File: config.mk
export PLATFORM = sky130hd
export DESIGN_NAME = pll_divider_search
export DESIGN_NICKNAME = d
export VERILOG_FILES = /design/src/pds_pkg.sv /design/src/pds_divider.sv /design/src/pds_datapath.sv /design/src/pds_ctrl.sv /design/src/pll_divider_search.sv
export SDC_FILE = /design/constraint.sdc
export NUM_CORES = 2
export LEC_CHECK = 0
export BUFFER_PORTS_ARGS = -buffer_cell sky130_fd_sc_hd__buf_2
export CORE_ASPECT_RATIO = 1.75
export CORE_MARGIN = 2
export CORE_UTILIZATION = 40
export CTS_CLUSTER_DIAMETER = 200
export DETAILED_ROUTE_END_ITERATION = 12
export GPL_ROUTABILITY_DRIVEN = 0
export GPL_TIMING_DRIVEN = 0
export SLEW_MARGIN = 0
export SYNTH_ARGS = -nofsm -noshare
export SYNTH_HDL_FRONTEND = slang
export SYNTH_SLANG_ARGS = --single-unit
File: constraint.sdc
create_clock -name clk -period 10.9 [get_ports clk]
set_input_delay 2.18 -clock clk [delete_from_list [all_inputs] [get_ports clk]]
set_output_delay 2.18 -clock clk [all_outputs]
set_load 0.005 [all_outputs]
File: src/pds_pkg.sv
// Shared types, constants and helper functions for the PLL divider search block.
// Pulled in by every module of the block; depends on nothing else.
package pds_pkg;

	localparam int WORD_W    = 32;
	localparam int ACH_W     = 28;
	localparam int REF_W     = 25;            // a valid reference (at most 20 MHz) fits here
	localparam int PADDR_W   = 3;
	localparam int DIV_NUM_W = 31;            // ref * (mult + 4) stays below 2^31
	localparam int DIV_DEN_W = 3;             // predivider + 1 is 1..5
	localparam int DIV_CNT_W = $clog2(DIV_NUM_W);
	localparam int CFG_DIV_W = 11;            // (prediv + 1) << rfd, up to 1024
	localparam int CFG_PRD_W = ACH_W + CFG_DIV_W;

	localparam logic [WORD_W-1:0] MASK_PREDIV = 32'h7000_0000;
	localparam logic [WORD_W-1:0] MASK_MFD    = 32'h0F80_0000;
	localparam logic [WORD_W-1:0] MASK_RFD    = 32'h0038_0000;
	localparam logic [WORD_W-1:0] BIT_LOLRE   = 32'h0002_0000;
	localparam logic [WORD_W-1:0] BIT_LOLIRQ  = 32'h0000_4000;
	localparam logic [WORD_W-1:0] MASK_DEPTH  = 32'h0000_0C00;
	localparam logic [WORD_W-1:0] MASK_LOL    = BIT_LOLRE | BIT_LOLIRQ;
	localparam logic [WORD_W-1:0] MASK_CLEAR  = MASK_PREDIV | MASK_MFD | MASK_RFD |
		MASK_LOL | MASK_DEPTH;

	localparam logic [WORD_W-1:0] PHASE_MIN_HZ = 32'd4000000;
	localparam logic [WORD_W-1:0] ICO_MIN_HZ   = 32'd48000000;
	localparam logic [WORD_W-1:0] SYS_MAX_HZ   = 32'd147000000;
	localparam logic [WORD_W-1:0] REF_MIN_HZ   = 32'd8000000;
	localparam logic [WORD_W-1:0] REF_MAX_HZ   = 32'd20000000;
	localparam logic [WORD_W-1:0] REF_RESET_HZ = REF_MIN_HZ;

	localparam logic [2:0] PREDIV_LAST = 3'd4;
	localparam logic [4:0] MULT_LAST   = 5'd31;
	localparam int         RDIV_LAST   = 6;

	// register index on the configuration port
	localparam logic REG_REFERENCE = 1'b0;

	// result status codes
	localparam logic [1:0] ST_NEW        = 2'd0;
	localparam logic [1:0] ST_CONFIGURED = 2'd1;
	localparam logic [1:0] ST_BAD        = 2'd2;
	localparam logic [1:0] ST_NONE       = 2'd3;

	typedef struct packed {
		logic       load;
		logic       cfg_mul;
		logic       init_search;
		logic       div_start;
		logic       eval;
		logic       next_m;
		logic       next_p;
		logic       emit;
		logic [1:0] emit_code;
	} pds_cmd_t;

	typedef struct packed {
		logic args_ok;
		logic cfg_match;
		logic phase_ok;
		logic p_last;
		logic m_last;
		logic div_done;
	} pds_stat_t;

	// lowest reference that keeps the phase clock at or above 4 MHz
	function automatic logic [REF_W-1:0] phase_limit(input logic [2:0] pd);
		logic [REF_W-1:0] lim;
		case (pd)
			3'd0:    lim = REF_W'(PHASE_MIN_HZ);
			3'd1:    lim = REF_W'(PHASE_MIN_HZ * 2);
			3'd2:    lim = REF_W'(PHASE_MIN_HZ * 3);
			3'd3:    lim = REF_W'(PHASE_MIN_HZ * 4);
			default: lim = REF_W'(PHASE_MIN_HZ * 5);
		endcase
		return lim;
	endfunction

	// base must already have the divider, depth and loss-of-lock fields cleared
	function automatic logic [WORD_W-1:0] build_word(input logic [WORD_W-1:0] base,
		input logic [2:0] pd, input logic [4:0] mf, input logic [2:0] rd);
		return base | {1'b0, pd, mf, 1'b0, rd, 19'd0};
	endfunction

endpackage

File: src/pds_divider.sv
// Restoring divider, one quotient bit per cycle, for the ICO frequency.
// Depends on pds_pkg for its widths.
module pds_divider import pds_pkg::*; (
	input  logic                 clk,
	input  logic                 arst_n,
	input  logic                 start,
	input  logic [DIV_NUM_W-1:0] dividend,
	input  logic [DIV_DEN_W-1:0] divisor,
	output logic [DIV_NUM_W-1:0] quotient,
	output logic                 done
);

	logic [DIV_NUM_W-1:0] quo_q;
	logic [DIV_DEN_W-1:0] rem_q;
	logic [DIV_DEN_W-1:0] den_q;
	logic [DIV_CNT_W-1:0] cnt_q;
	logic                 run_q;
	logic                 done_q;
	logic [DIV_DEN_W:0]   trial;
	logic [DIV_DEN_W:0]   diff;
	logic                 take;

	assign trial = {rem_q, quo_q[DIV_NUM_W-1]};
	assign diff  = trial - {1'b0, den_q};
	assign take  = trial >= {1'b0, den_q};

	always_ff @(posedge clk or negedge arst_n) begin
		if (!arst_n) begin
			cnt_q  <= '0;
			run_q  <= 1'b0;
			done_q <= 1'b0;
		end else begin
			done_q <= 1'b0;
			if (start) begin
				cnt_q <= '0;
				run_q <= 1'b1;
			end else if (run_q) begin
				cnt_q <= cnt_q + DIV_CNT_W'(1);
				if (cnt_q == DIV_CNT_W'(DIV_NUM_W - 1)) begin
					run_q  <= 1'b0;
					done_q <= 1'b1;
				end
			end
		end
	end

	always_ff @(posedge clk) begin
		if (start) begin
			quo_q <= dividend;
			rem_q <= '0;
			den_q <= divisor;
		end else if (run_q) begin
			// shift the next dividend bit in, keep the quotient bit in its place
			rem_q <= take ? diff[DIV_DEN_W-1:0] : trial[DIV_DEN_W-1:0];
			quo_q <= {quo_q[DIV_NUM_W-2:0], take};
		end
	end

	assign quotient = quo_q;
	assign done     = done_q;

endmodule

File: src/pds_datapath.sv
// Datapath of the PLL divider search: argument checks, lock match, search
// counters, best-candidate tracking and result registers. Uses pds_pkg and pds_divider.
module pds_datapath import pds_pkg::*; (
	input  logic              clk,
	input  logic              arst_n,
	input  logic [WORD_W-1:0] ref_hz,
	input  logic [WORD_W-1:0] req_in,
	input  logic [WORD_W-1:0] cur_in,
	input  logic              locked_in,
	input  pds_cmd_t          cmd,
	output pds_stat_t         stat,
	output logic [1:0]        status,
	output logic [2:0]        prediv_code,
	output logic [4:0]        mult_code,
	output logic [2:0]        rdiv_code,
	output logic [ACH_W-1:0]  achieved_hz,
	output logic [WORD_W-1:0] transition_control,
	output logic [WORD_W-1:0] final_control
);

	logic [WORD_W-1:0]    req_q;
	logic [WORD_W-1:0]    cur_q;
	logic                 locked_q;
	logic [REF_W-1:0]     ref_v;

	logic [3:0]           cur_pd1;
	logic [5:0]           cur_mf4;
	logic [CFG_DIV_W-1:0] cfg_div;
	logic [DIV_NUM_W-1:0] n0_q;
	logic [CFG_PRD_W-1:0] dprod_q;
	logic [CFG_PRD_W-1:0] n0_ext;

	logic [2:0]           p_q;
	logic [4:0]           m_q;
	logic [5:0]           m4;
	logic [DIV_NUM_W-1:0] div_num;
	logic [DIV_DEN_W-1:0] div_den;
	logic [DIV_NUM_W-1:0] ico;
	logic                 div_done;
	logic                 ico_ok;
	logic [ACH_W-1:0]     ico28;
	logic                 hit;
	logic [2:0]           sel_r;
	logic [ACH_W-1:0]     cand;
	logic                 update;

	logic [ACH_W-1:0]     best_q;
	logic [2:0]           bp_q;
	logic [4:0]           bm_q;
	logic [2:0]           br_q;
	logic                 found_q;
	logic [WORD_W-1:0]    base;

	logic [1:0]           status_q;
	logic [2:0]           prediv_q;
	logic [4:0]           mult_q;
	logic [2:0]           rdiv_q;
	logic [ACH_W-1:0]     ach_q;
	logic [WORD_W-1:0]    trans_q;
	logic [WORD_W-1:0]    final_q;

	assign ref_v = ref_hz[REF_W-1:0];

	// argument checks
	assign stat.args_ok = (ref_hz >= REF_MIN_HZ) && (ref_hz <= REF_MAX_HZ) &&
		(req_q != '0) && (req_q <= SYS_MAX_HZ);

	// lock match: floor(N / D) == req  <=>  req*D <= N < req*D + D
	assign cur_pd1 = {1'b0, cur_q[30:28]} + 4'd1;
	assign cur_mf4 = {1'b0, cur_q[27:23]} + 6'd4;
	assign cfg_div = {{(CFG_DIV_W-4){1'b0}}, cur_pd1} << cur_q[21:19];
	assign n0_ext  = CFG_PRD_W'(n0_q);
	assign stat.cfg_match = locked_q && (n0_ext >= dprod_q) &&
		(n0_ext < dprod_q + CFG_PRD_W'(cfg_div));

	// search
	assign m4      = {1'b0, m_q} + 6'd4;
	assign div_num = DIV_NUM_W'(ref_v) * DIV_NUM_W'(m4);
	assign div_den = p_q + 3'd1;

	assign stat.phase_ok = ref_v >= phase_limit(p_q);
	assign stat.p_last   = p_q == PREDIV_LAST;
	assign stat.m_last   = m_q == MULT_LAST;
	assign stat.div_done = div_done;

	pds_divider u_div (
		.clk      (clk),
		.arst_n   (arst_n),
		.start    (cmd.div_start),
		.dividend (div_num),
		.divisor  (div_den),
		.quotient (ico),
		.done     (div_done)
	);

	assign ico_ok = (ico >= DIV_NUM_W'(ICO_MIN_HZ)) && (ico <= DIV_NUM_W'(SYS_MAX_HZ));
	assign ico28  = ico[ACH_W-1:0];

	// the smallest shift that brings the ICO clock to or under the target gives the largest candidate
	always_comb begin
		hit   = 1'b0;
		sel_r = '0;
		for (int r = RDIV_LAST; r >= 0; r--) begin
			if ((ico28 >> r) <= req_q[ACH_W-1:0]) begin
				hit   = 1'b1;
				sel_r = 3'(r);
			end
		end
	end

	assign cand   = ico28 >> sel_r;
	assign update = ico_ok && hit && (cand > best_q);

	always_ff @(posedge clk or negedge arst_n) begin
		if (!arst_n) begin
			p_q     <= '0;
			m_q     <= '0;
			found_q <= 1'b0;
		end else begin
			if (cmd.init_search) begin
				p_q     <= '0;
				m_q     <= '0;
				found_q <= 1'b0;
			end else begin
				if (cmd.eval && update)
					found_q <= 1'b1;
				if (cmd.next_p || (cmd.next_m && stat.m_last)) begin
					m_q <= '0;
					p_q <= p_q + 3'd1;
				end else if (cmd.next_m) begin
					m_q <= m_q + 5'd1;
				end
			end
		end
	end

	always_ff @(posedge clk) begin
		if (cmd.load) begin
			req_q    <= req_in;
			cur_q    <= cur_in;
			locked_q <= locked_in;
		end
		if (cmd.cfg_mul) begin
			n0_q    <= DIV_NUM_W'(ref_v) * DIV_NUM_W'(cur_mf4);
			dprod_q <= CFG_PRD_W'(req_q[ACH_W-1:0]) * CFG_PRD_W'(cfg_div);
		end
		if (cmd.init_search) begin
			best_q <= '0;
			bp_q   <= '0;
			bm_q   <= '0;
			br_q   <= '0;
		end else if (cmd.eval && update) begin
			best_q <= cand;
			bp_q   <= p_q;
			bm_q   <= m_q;
			br_q   <= sel_r;
		end
	end

	assign base = cur_q & ~MASK_CLEAR;

	always_ff @(posedge clk) begin
		if (cmd.emit) begin
			status_q <= cmd.emit_code;
			prediv_q <= '0;
			mult_q   <= '0;
			rdiv_q   <= '0;
			ach_q    <= '0;
			trans_q  <= '0;
			final_q  <= '0;
			case (cmd.emit_code)
				ST_BAD: begin
				end
				ST_CONFIGURED: begin
					ach_q   <= req_q[ACH_W-1:0];
					trans_q <= cur_q;
					final_q <= cur_q;
				end
				default: begin
					if (found_q) begin
						status_q <= ST_NEW;
						prediv_q <= bp_q;
						mult_q   <= bm_q;
						rdiv_q   <= br_q;
						ach_q    <= best_q;
						trans_q  <= build_word(base, bp_q, bm_q, br_q + 3'd1);
						final_q  <= build_word(base, bp_q, bm_q, br_q) | (cur_q & MASK_LOL);
					end else begin
						status_q <= ST_NONE;
					end
				end
			endcase
		end
	end

	assign status             = status_q;
	assign prediv_code        = prediv_q;
	assign mult_code          = mult_q;
	assign rdiv_code          = rdiv_q;
	assign achieved_hz        = ach_q;
	assign transition_control = trans_q;
	assign final_control      = final_q;

endmodule

File: src/pds_ctrl.sv
// Controller state machine of the PLL divider search: sequences the checks and
// the predivider/multiplier sweep. Uses pds_pkg for the command and status types.
module pds_ctrl import pds_pkg::*; (
	input  logic      clk,
	input  logic      arst_n,
	input  logic      start,
	input  pds_stat_t stat,
	output pds_cmd_t  cmd,
	output logic      busy,
	output logic      done
);

	localparam logic [2:0] S_IDLE  = 3'd0;
	localparam logic [2:0] S_CHECK = 3'd1;
	localparam logic [2:0] S_CFG   = 3'd2;
	localparam logic [2:0] S_PHASE = 3'd3;
	localparam logic [2:0] S_MUL   = 3'd4;
	localparam logic [2:0] S_DIV   = 3'd5;
	localparam logic [2:0] S_FIN   = 3'd6;

	logic [2:0] state_q;
	logic [2:0] state_d;
	logic       done_q;

	always_comb begin
		cmd     = '0;
		state_d = state_q;
		unique case (state_q)
			S_IDLE: begin
				if (start) begin
					cmd.load = 1'b1;
					state_d  = S_CHECK;
				end
			end
			S_CHECK: begin
				if (!stat.args_ok) begin
					cmd.emit      = 1'b1;
					cmd.emit_code = ST_BAD;
					state_d       = S_IDLE;
				end else begin
					cmd.cfg_mul = 1'b1;
					state_d     = S_CFG;
				end
			end
			S_CFG: begin
				if (stat.cfg_match) begin
					cmd.emit      = 1'b1;
					cmd.emit_code = ST_CONFIGURED;
					state_d       = S_IDLE;
				end else begin
					cmd.init_search = 1'b1;
					state_d         = S_PHASE;
				end
			end
			S_PHASE: begin
				// drop a predivider whose phase clock is too slow
				if (stat.phase_ok)
					state_d = S_MUL;
				else if (stat.p_last)
					state_d = S_FIN;
				else
					cmd.next_p = 1'b1;
			end
			S_MUL: begin
				cmd.div_start = 1'b1;
				state_d       = S_DIV;
			end
			S_DIV: begin
				if (stat.div_done) begin
					cmd.eval   = 1'b1;
					cmd.next_m = 1'b1;
					if (stat.p_last && stat.m_last)
						state_d = S_FIN;
					else if (stat.m_last)
						state_d = S_PHASE;
					else
						state_d = S_MUL;
				end
			end
			S_FIN: begin
				cmd.emit      = 1'b1;
				cmd.emit_code = ST_NEW;
				state_d       = S_IDLE;
			end
			default: begin
				state_d = S_IDLE;
			end
		endcase
	end

	always_ff @(posedge clk or negedge arst_n) begin
		if (!arst_n) begin
			state_q <= S_IDLE;
			done_q  <= 1'b0;
		end else begin
			state_q <= state_d;
			done_q  <= cmd.emit;
		end
	end

	assign busy = state_q != S_IDLE;
	assign done = done_q;

endmodule

File: src/pll_divider_search.sv
// Top level of the PLL divider search: reference clock register on the APB port,
// controller and datapath. Depends on pds_pkg, pds_ctrl, pds_datapath.
//
// Usage:
//  - Configuration: write the crystal reference (Hz) to address 0 over APB while
//    the block is idle. pready is always high; reads return the register. Reset
//    value is 8 MHz.
//  - Request: drive requested_hz, current_control and pll_locked and raise start;
//    the transaction is taken at an edge where start is high and busy is low.
//  - Result: done is high for exactly one cycle with status, the chosen codes,
//    achieved_hz and the transition and final control words. It cannot be held
//    off, so capture it in that cycle; busy is already low then.
//  - Sequence: bad arguments are reported straight from the check state, an
//    already configured PLL from the lock-match state, and otherwise a full
//    search runs. It visits every predivider whose phase clock is fast enough
//    and every multiplier code, using the one-bit-per-cycle divider (31 steps)
//    to compute each ICO clock. One transaction is in flight at a time.
//  - Reset: asynchronous, active low; drops any transaction in flight and
//    restores the reference register.
module pll_divider_search import pds_pkg::*; (
	input  logic               clk,
	input  logic               arst_n,
	input  logic               psel,
	input  logic               penable,
	input  logic               pwrite,
	input  logic [PADDR_W-1:0] paddr,
	input  logic [WORD_W-1:0]  pwdata,
	output logic [WORD_W-1:0]  prdata,
	output logic               pready,
	input  logic               start,
	output logic               busy,
	input  logic [WORD_W-1:0]  requested_hz,
	input  logic [WORD_W-1:0]  current_control,
	input  logic               pll_locked,
	output logic               done,
	output logic [1:0]         status,
	output logic [2:0]         prediv_code,
	output logic [4:0]         mult_code,
	output logic [2:0]         rdiv_code,
	output logic [ACH_W-1:0]   achieved_hz,
	output logic [WORD_W-1:0]  transition_control,
	output logic [WORD_W-1:0]  final_control
);

	logic [WORD_W-1:0] ref_q;
	logic              reg_hit;
	pds_cmd_t          cmd;
	pds_stat_t         stat;

	assign reg_hit = paddr[PADDR_W-1] == REG_REFERENCE;

	always_ff @(posedge clk or negedge arst_n) begin
		if (!arst_n)
			ref_q <= REF_RESET_HZ;
		else if (psel && penable && pwrite && reg_hit)
			ref_q <= pwdata;
	end

	assign prdata = reg_hit ? ref_q : '0;
	assign pready = 1'b1;

	pds_ctrl u_ctrl (
		.clk    (clk),
		.arst_n (arst_n),
		.start  (start),
		.stat   (stat),
		.cmd    (cmd),
		.busy   (busy),
		.done   (done)
	);

	pds_datapath u_dp (
		.clk                (clk),
		.arst_n             (arst_n),
		.ref_hz             (ref_q),
		.req_in             (requested_hz),
		.cur_in             (current_control),
		.locked_in          (pll_locked),
		.cmd                (cmd),
		.stat               (stat),
		.status             (status),
		.prediv_code        (prediv_code),
		.mult_code          (mult_code),
		.rdiv_code          (rdiv_code),
		.achieved_hz        (achieved_hz),
		.transition_control (transition_control),
		.final_control      (final_control)
	);

`ifndef NO_ASSERTIONS
	a_done_idle: assert property (@(posedge clk) disable iff (!arst_n)
		done |-> !busy)
		else $error("result strobe while a transaction is still running");

	a_accept_busy: assert property (@(posedge clk) disable iff (!arst_n)
		start && !busy |=> busy && !done)
		else $error("accepted transaction did not occupy the block");

	a_bad_zero: assert property (@(posedge clk) disable iff (!arst_n)
		done && (status == ST_BAD || status == ST_NONE) |->
		achieved_hz == '0 && transition_control == '0 && final_control == '0)
		else $error("rejected transaction carries a non-zero result");

	a_new_codes: assert property (@(posedge clk) disable iff (!arst_n)
		done && status == ST_NEW |->
		prediv_code <= PREDIV_LAST && rdiv_code <= 3'(RDIV_LAST) && achieved_hz != '0)
		else $error("new setting outside the searched range");
`endif

endmodule

; ---- After elaboration in Yosys (flattened, before gate mapping)
; Cells that the tools add are included.
[word_totals]
inputBits = 106
regBits = 368
wordCells = 173
output_inout_bits = 140
[classes]
muxes = 66
n_addsub = 9
bitwise = 5
n_eq_ne = 17
shifts = 2
mul = 3
order_cmp = 17
n_reduce_logical = 26
[ops]
columns = operator, count
row1 = one-hot mux 32 bit (2 select lines), 2
row2 = one-hot mux 25 bit (4 select lines), 1
row3 = two-way mux 32 bit, 3
row4 = bitwise OR 32 x 31 -> 32 bit, 2
row5 = multiplier 25 x 6 -> 31 bit, 2
row6 = two-way mux 31 bit, 2
row7 = one-hot mux 28 bit (2 select lines), 1
row8 = two-way mux 3 bit, 18
row9 = adder 39 x 11 -> 39 bit, 1
row10 = greater-or-equal comparator 31 x 39 -> 1 bit, 1
row11 = < comparator 31 x 39 -> 1 bit, 1
row12 = multiplier 28 x 11 -> 39 bit, 1
row13 = greater-or-equal comparator 32 x 23 -> 1 bit (second input constant), 1
row14 = less-or-equal comparator 32 x 25 -> 1 bit (second input constant), 1
row15 = less-or-equal comparator 32 x 28 -> 1 bit (second input constant), 1
row16 = bitwise OR 32 x 18 -> 32 bit, 1
row17 = nonzero test 32 bit, 1
row18 = greater-or-equal comparator 31 x 26 -> 1 bit (second input constant), 1
row19 = less-or-equal comparator 31 x 28 -> 1 bit (second input constant), 1
row20 = > comparator 28 bit, 1
row21 = less-or-equal comparator 22 x 28 -> 1 bit, 1
row22 = less-or-equal comparator 23 x 28 -> 1 bit, 1
row23 = less-or-equal comparator 24 x 28 -> 1 bit, 1
row24 = less-or-equal comparator 25 x 28 -> 1 bit, 1
row25 = other kinds (36), 98

; ---- Depth between registers and ports, before layout
[logic_depth]
depth_word = 14
mapped_depth = 35
mapped_depth_nobuf = 32

; ---- By module
; Synthesis repeated with hierarchy kept, for this count alone.
[hier_totals]
hier_cells = 4213
hier_area_um2 = 40233.6
[by_module_without_submodules]
columns = module, n_inst, cells_each, seq_area_each_um2, area_each_um2
row1 = pds_datapath, 1, 3930, 7402.1, 36333.6
row2 = pds_divider, 1, 132, 1256.2, 1971.9
row3 = pll_divider_search, 1, 105, 809.5, 1562.7
row4 = pds_ctrl, 1, 46, 100.1, 365.4

; ---- Worst setup path after synthesis
; No wires, ideal clock.
[synth_timing]
path_kind = reg2reg
from = reg u_dp.cur_q[29]
to = reg u_ctrl.done_q (netlist: u_ctrl.done)
t_arrival_ns = 11.063
required_time_ns = 10.200
setup_time_ns = 0.700
n_path_buf = 1
period_less_slack_ns = 11.762
path_slack_ns = -0.862
stages_incl_launch_ff = 29
cell_sequence = edfxtp_1 -> ha_1 -> xor2_1 -> a21oi_1 -> mux2_2 -> nor2_1 -> clkbuf_1 -> ha_1 -> o21ai_0 -> o21ai_0 -> a21oi_1 -> o211ai_1 -> a21oi_1 -> nor2_1 -> nand4_1 -> nor2_1 -> nand2_1 -> xnor2_1 -> ha_1 -> a21o_1 -> a21o_1 -> a221oi_1 -> o21ai_0 -> a211o_1 -> a21oi_1 -> or4_1 -> and3_1 -> nor2_1 -> o21ai_0
[synth_rtl]
columns = element, line_no
row1 = "start, declared", pds_datapath.sv:22  ; logic [WORD_W-1:0] cur_q;
row2 = "start signal, assigned", pds_datapath.sv:140  ; cur_q <= cur_in;
row3 = "end signal, assigned", pds_ctrl.sv:97  ; done_q <= cmd.emit;
row4 = "end, declared", pds_ctrl.sv:23  ; logic done_q;

; ---- Worst setup path in the final report
[layout_timing]
from = reg u_dp.cur_q[28]
to = reg u_dp.final_q[16] (netlist: u_dp.final_control[16]), data pin
[layout_between]
elab_chain_cells = 9
word_cells_on_any_way = 10
cone_classes = add/sub (2) / order compare (1) / eq/ne (2) / shift (1) / mux (3) / reduce/logical (1)
[layout_rtl]
columns = element, line_no
row1 = adder 3 x 1 -> 4 bit (*), pds_datapath.sv:69  ; assign cur_pd1 = {1'b0, cur_q[30:28]} + 4'd1;
row2 = << shifter 4 x 3 -> 11 bit (*), pds_datapath.sv:71  ; assign cfg_div = {{(CFG_DIV_W-4){1'b0}}, cur_pd1} << cur_q[21:19];
row3 = adder 39 x 11 -> 39 bit (*), pds_datapath.sv:74  ; (n0_ext < dprod_q + CFG_PRD_W'(cfg_div));
row4 = < comparator 31 x 39 -> 1 bit (*), pds_datapath.sv:74
row5 = logical AND 1 bit (*), pds_datapath.sv:73  ; assign stat.cfg_match = locked_q && (n0_ext >= dprod_q) &&
row6 = two-way mux 3 bit (*), pds_ctrl.sv:46  ; if (stat.cfg_match) begin
row7 = one-hot mux 3 bit (3 select lines) (*), pds_ctrl.sv:28  ; unique case (state_q)
row8 = equality test 2 x 1 -> 1 bit or equality test 2 bit (tied branches), pds_datapath.sv:171  ; case (cmd.emit_code)
row9 = one-hot mux 32 bit (2 select lines) (*), pds_datapath.sv:171
row10 = "end signal, assigned", pds_datapath.sv:177  ; final_q <= cur_q;
row11 = "end signal, assigned", pds_datapath.sv:187  ; final_q <= build_word(base, bp_q, bm_q, br_q) | (cur_q & MASK_LOL);
row12 = "end, declared", pds_datapath.sv:60  ; logic [WORD_W-1:0] final_q;
; Every way passes the cells marked *; elsewhere a longest branch is shown, timed or not.
; A chain may end at the register's enable or synchronous reset.

==> results.md <==
* Status: complete, but fails checks
* Failing checks: capacitance limit, slew limit
* Max FO, Critical Path at 10
* Cts bufs inserted at 39
* Wire per inst at 22.3 um
* H-Tree Depth at 2
* Critical-path top delay cell: clkbuf_1
* Commonest non-fill, non-tap cell in the layout: inv_1
* Fill count at 9,856
* Overall routing resource usage at 25.9%
* Critical R2R Capture: u_dp.final_control[16]
* Static Leakage at 0.0204 uW
* Vias in the first global route at 34,200
* PwrDens at 211 mW/mm2
* Gate Count Post-Synth at 4,250
* Port bufs at 242
* Die ar. at 0.102 mm2
* Critical path endpoint category: flip-flop
* Final hold violations at 0
* Worst Path Required at 11.22 ns
* Core area at 0.0992 mm2
* Critical path class: flip-flop to flip-flop
* CTS tree: yes
* WHS Path Cells at 1
* WP data arrival at 10.40 ns
* Register-to-Register Setup Slack at 0.82 ns
* R2R cell count at 35
* VDD IR max at 0.000132 V
* Mux cell area share after synthesis at 3.33%
* Share of layout cells above drive strength 1 at 9.30%
* Global-route wire length before repair at 202,000 um
* Post-synthesis adder-cell area fraction at 35.6%
* Synth Area in Simple Gates at 16.3%
* Relative slew margins at -13.8%
* Cell area after layout at 0.0442 mm2
* XOR/XNOR Fraction of Synth Area at 2.57%
* Count of cell types in the netlist at 88
* Crit path launch: u_dp.cur_q[28]
* DP Area at 0.0429 mm2
* Top FF cell, synth: edfxtp_1
* Worst Clk Skew at 0.0459 ns
* Post-synth ARST share at 15.2%
* Max cap viols at 2
* RSZ-0062 raised after global routing: false
* CP startpoint kind: flip-flop
* Clk pin slew, worst setup/hold paths at 0.07 ns
* Drt first pass iters at 5
* Final Net Count at 5,529
* Avg Inst Size Synth at 9.38 um2
* Post-synth net total at 5,238
* Root buf cell: clkbuf_16
* Crit-path max cell delay at 0.61 ns
* Synthesis warning total at 0
* Post-synth EDFFs at 247
* Hold Crit Endpoint: u_dp.best_q[25]
* Clk Latency, worst-skew pair at 0.62 ns
* Synthesized flop and latch total at 341
* Clk sinks at 341
* Crit-path leading delay family: simple AND/OR/NAND/NOR gates
* Max Fclk at 99.2 MHz
* FF-to-FF Start: u_dp.cur_q[28]
* Crit path buf inv count at 5
* Initial antenna violation count at 2
* Hold path start: u_dp.best_q[25]
* Commonest cells after routing, fill and taps aside: 582 x inv_1, 564 x nand2_1, 461 x ha_1
* Crit share post-route at 92.5%
* Die Ht at 422 um
* Via count at 32,500
* Vias per cell at 5.51
* Post-synthesis sequential area ratio at 24.0%
* Die W at 243 um
* Post-DP HPWL at 105,000 um
* Final Critical Period at 10.08 ns
* Detailed-route DRC error count at 0
* Synth-to-Final Area Change at 10.8%
* Remaining antenna violation count at 0
* Slew Limit Fails at 2
* Largest family of logic cells by synthesized area: adder cells
* Synth Cell Area at 0.0399 mm2
* Post-Route Utilization at 44.6%
* Largest net degree at the start of global routing at 71
* Final setup fails at 0
* Max clock buf depth at 3
* Cell Rows at 153
* I/O pin cnt at 246
* Initial DRC Count at 1,911
* Starting density of the core at 40.2%
* GRT overflow at 0
* Total wire length at 131,000 um
* Min-delay worst type: flip-flop to flip-flop
* Worst-Margin Slew at 1.69 ns
* Synth Area in Compound Gates at 10.5%
==> routing by layer <==
metal  GRT usage, %  vias to the layer above  wire length (um)
li1               -                    14900                 -
met1           27.6                    16000             46300
met2           47.2                     1136             67200
met3           3.42                      399              6960
met4           17.5                        2             10800
met5              0                        -                12
==> sequential cells by signal, indices dropped and copies added (netlist names), 28 cells and up <==
| register | cells |
|---|---|
| ref_q | 32 |
| u_dp.achieved_hz | 28 |
| u_dp.best_q | 28 |
| u_dp.cur_q | 32 |
| u_dp.dprod_q | 39 |
| u_dp.final_control | 32 |
| u_dp.n0_q | 31 |
| u_dp.req_q | 32 |
| u_dp.u_div.quotient | 31 |
==> timing repair <==
| item | in CTS | in global routing |
|---|---|---|
| resized for setup | 0 | 2 |
| hold buffers | 0 | 0 |
| setup endpoints to repair | 0 | 10 |
| buffers inserted | 0 | 0 |
==> cell type report <==
class,instances,area [um2],area share [%]
Buffer,200,890,2.01
Tap cell,1317,1650,3.73
Sequential cell,341,9570,21.7
Antenna cell,2,5.00,0.0113
Timing Repair Buffer,250,1330,3.01
Clock buffer,48,1060,2.40
Clock inverter,23,220,0.498
Inverter,586,2200,4.98
Multi-Input combinational cell,3123,27300,61.7
==> worst register-to-register path, delay by kind of cell, from the launching register on <==
kind            cells  cell delay (ns)
simple gates       13             3.31
compound gates     12             2.52
buf+inv             5             2.01
fa+ha+maj           3             1.01
mux                 1             0.47
flops               1             0.36
xor+xnor            1             0.14
==> worst max path at each step <==
| stage | slack (ns) | endpoint | depth (start not counted) |
|---|---|---|---|
| floorplan | 1.33 | u_dp.achieved_hz[0] | 28 |
| global placement | -3.25 | u_ctrl.done | 29 |
| detailed placement | 0.32 | u_dp.final_control[16] | 35 |
| CTS | 0.29 | u_dp.final_control[16] | 35 |
| global route | 0.16 | u_dp.final_control[16] | 35 |
| finish | 0.82 | u_dp.final_control[16] | 35 |
==> where the power goes <==
part | total [uW] | internal, uW | switching, uW
logic | 5830 | 2340 | 3490
registers | 2150 | 1820 | 334
clock network | 1360 | 752 | 612
==> Yosys cell counts, types with 24 or more instances <==
cell,number,share of area [%]
a211oi_1,52,0.98
nand2b_1,64,1.0
and3_1,24,0.38
ha_1,461,14
mux2i_1,89,2.2
dfrtp_1,45,2.8
dfxtp_1,42,2.1
nor2_1,179,1.7
nand2_1,564,5.3
buf_4,33,0.62
inv_1,582,5.5
edfxtp_1,247,19
mux2_2,38,1.1
and2_1,108,1.7
clkbuf_1,157,1.5
nor3_1,120,1.5
a21oi_1,149,1.9
a21o_1,78,1.5
o21ai_0,154,1.9
xor2_1,40,0.88
nand4_1,58,0.91
nor2b_1,84,1.3
o21a_1,26,0.49
fa_1,421,21
nor4_1,41,0.64
nand3_1,60,0.75
xnor2_1,77,1.7
==> cells by family (layout without fill, tap and decap cells) <==
| logic type | Yosys count | in the layout |
|---|---|---|
| AOI/OAI and AO/OA | 641 | 641 |
| muxes | 128 | 128 |
| and+or+nand+nor | 1354 | 1354 |
| xor gates and xnor gates | 117 | 117 |
| adders and majority gates | 882 | 882 |
| buffers and inverters | 786 | 1107 |
| other | 1 | 3 |
| DFF | 341 | 341 |
==> per-stage QoR <==
stage	power, uW	hold slack (ns)	setup TNS, ns	std cells	setup WS, ns
final	9340	0.485	0	5890	0.821
after global routing	10200	0.493	0	5889	0.164
after CTS	9400	0.481	0	5885	0.290
after detailed placement	7960	0.462	0	5814	0.323
after global placement	7890	0.458	-254.31	5809	-3.25
after floorplan	6150	0.442	0	4250	1.33
No activity file was read; power rests on OpenSTA's default activity.
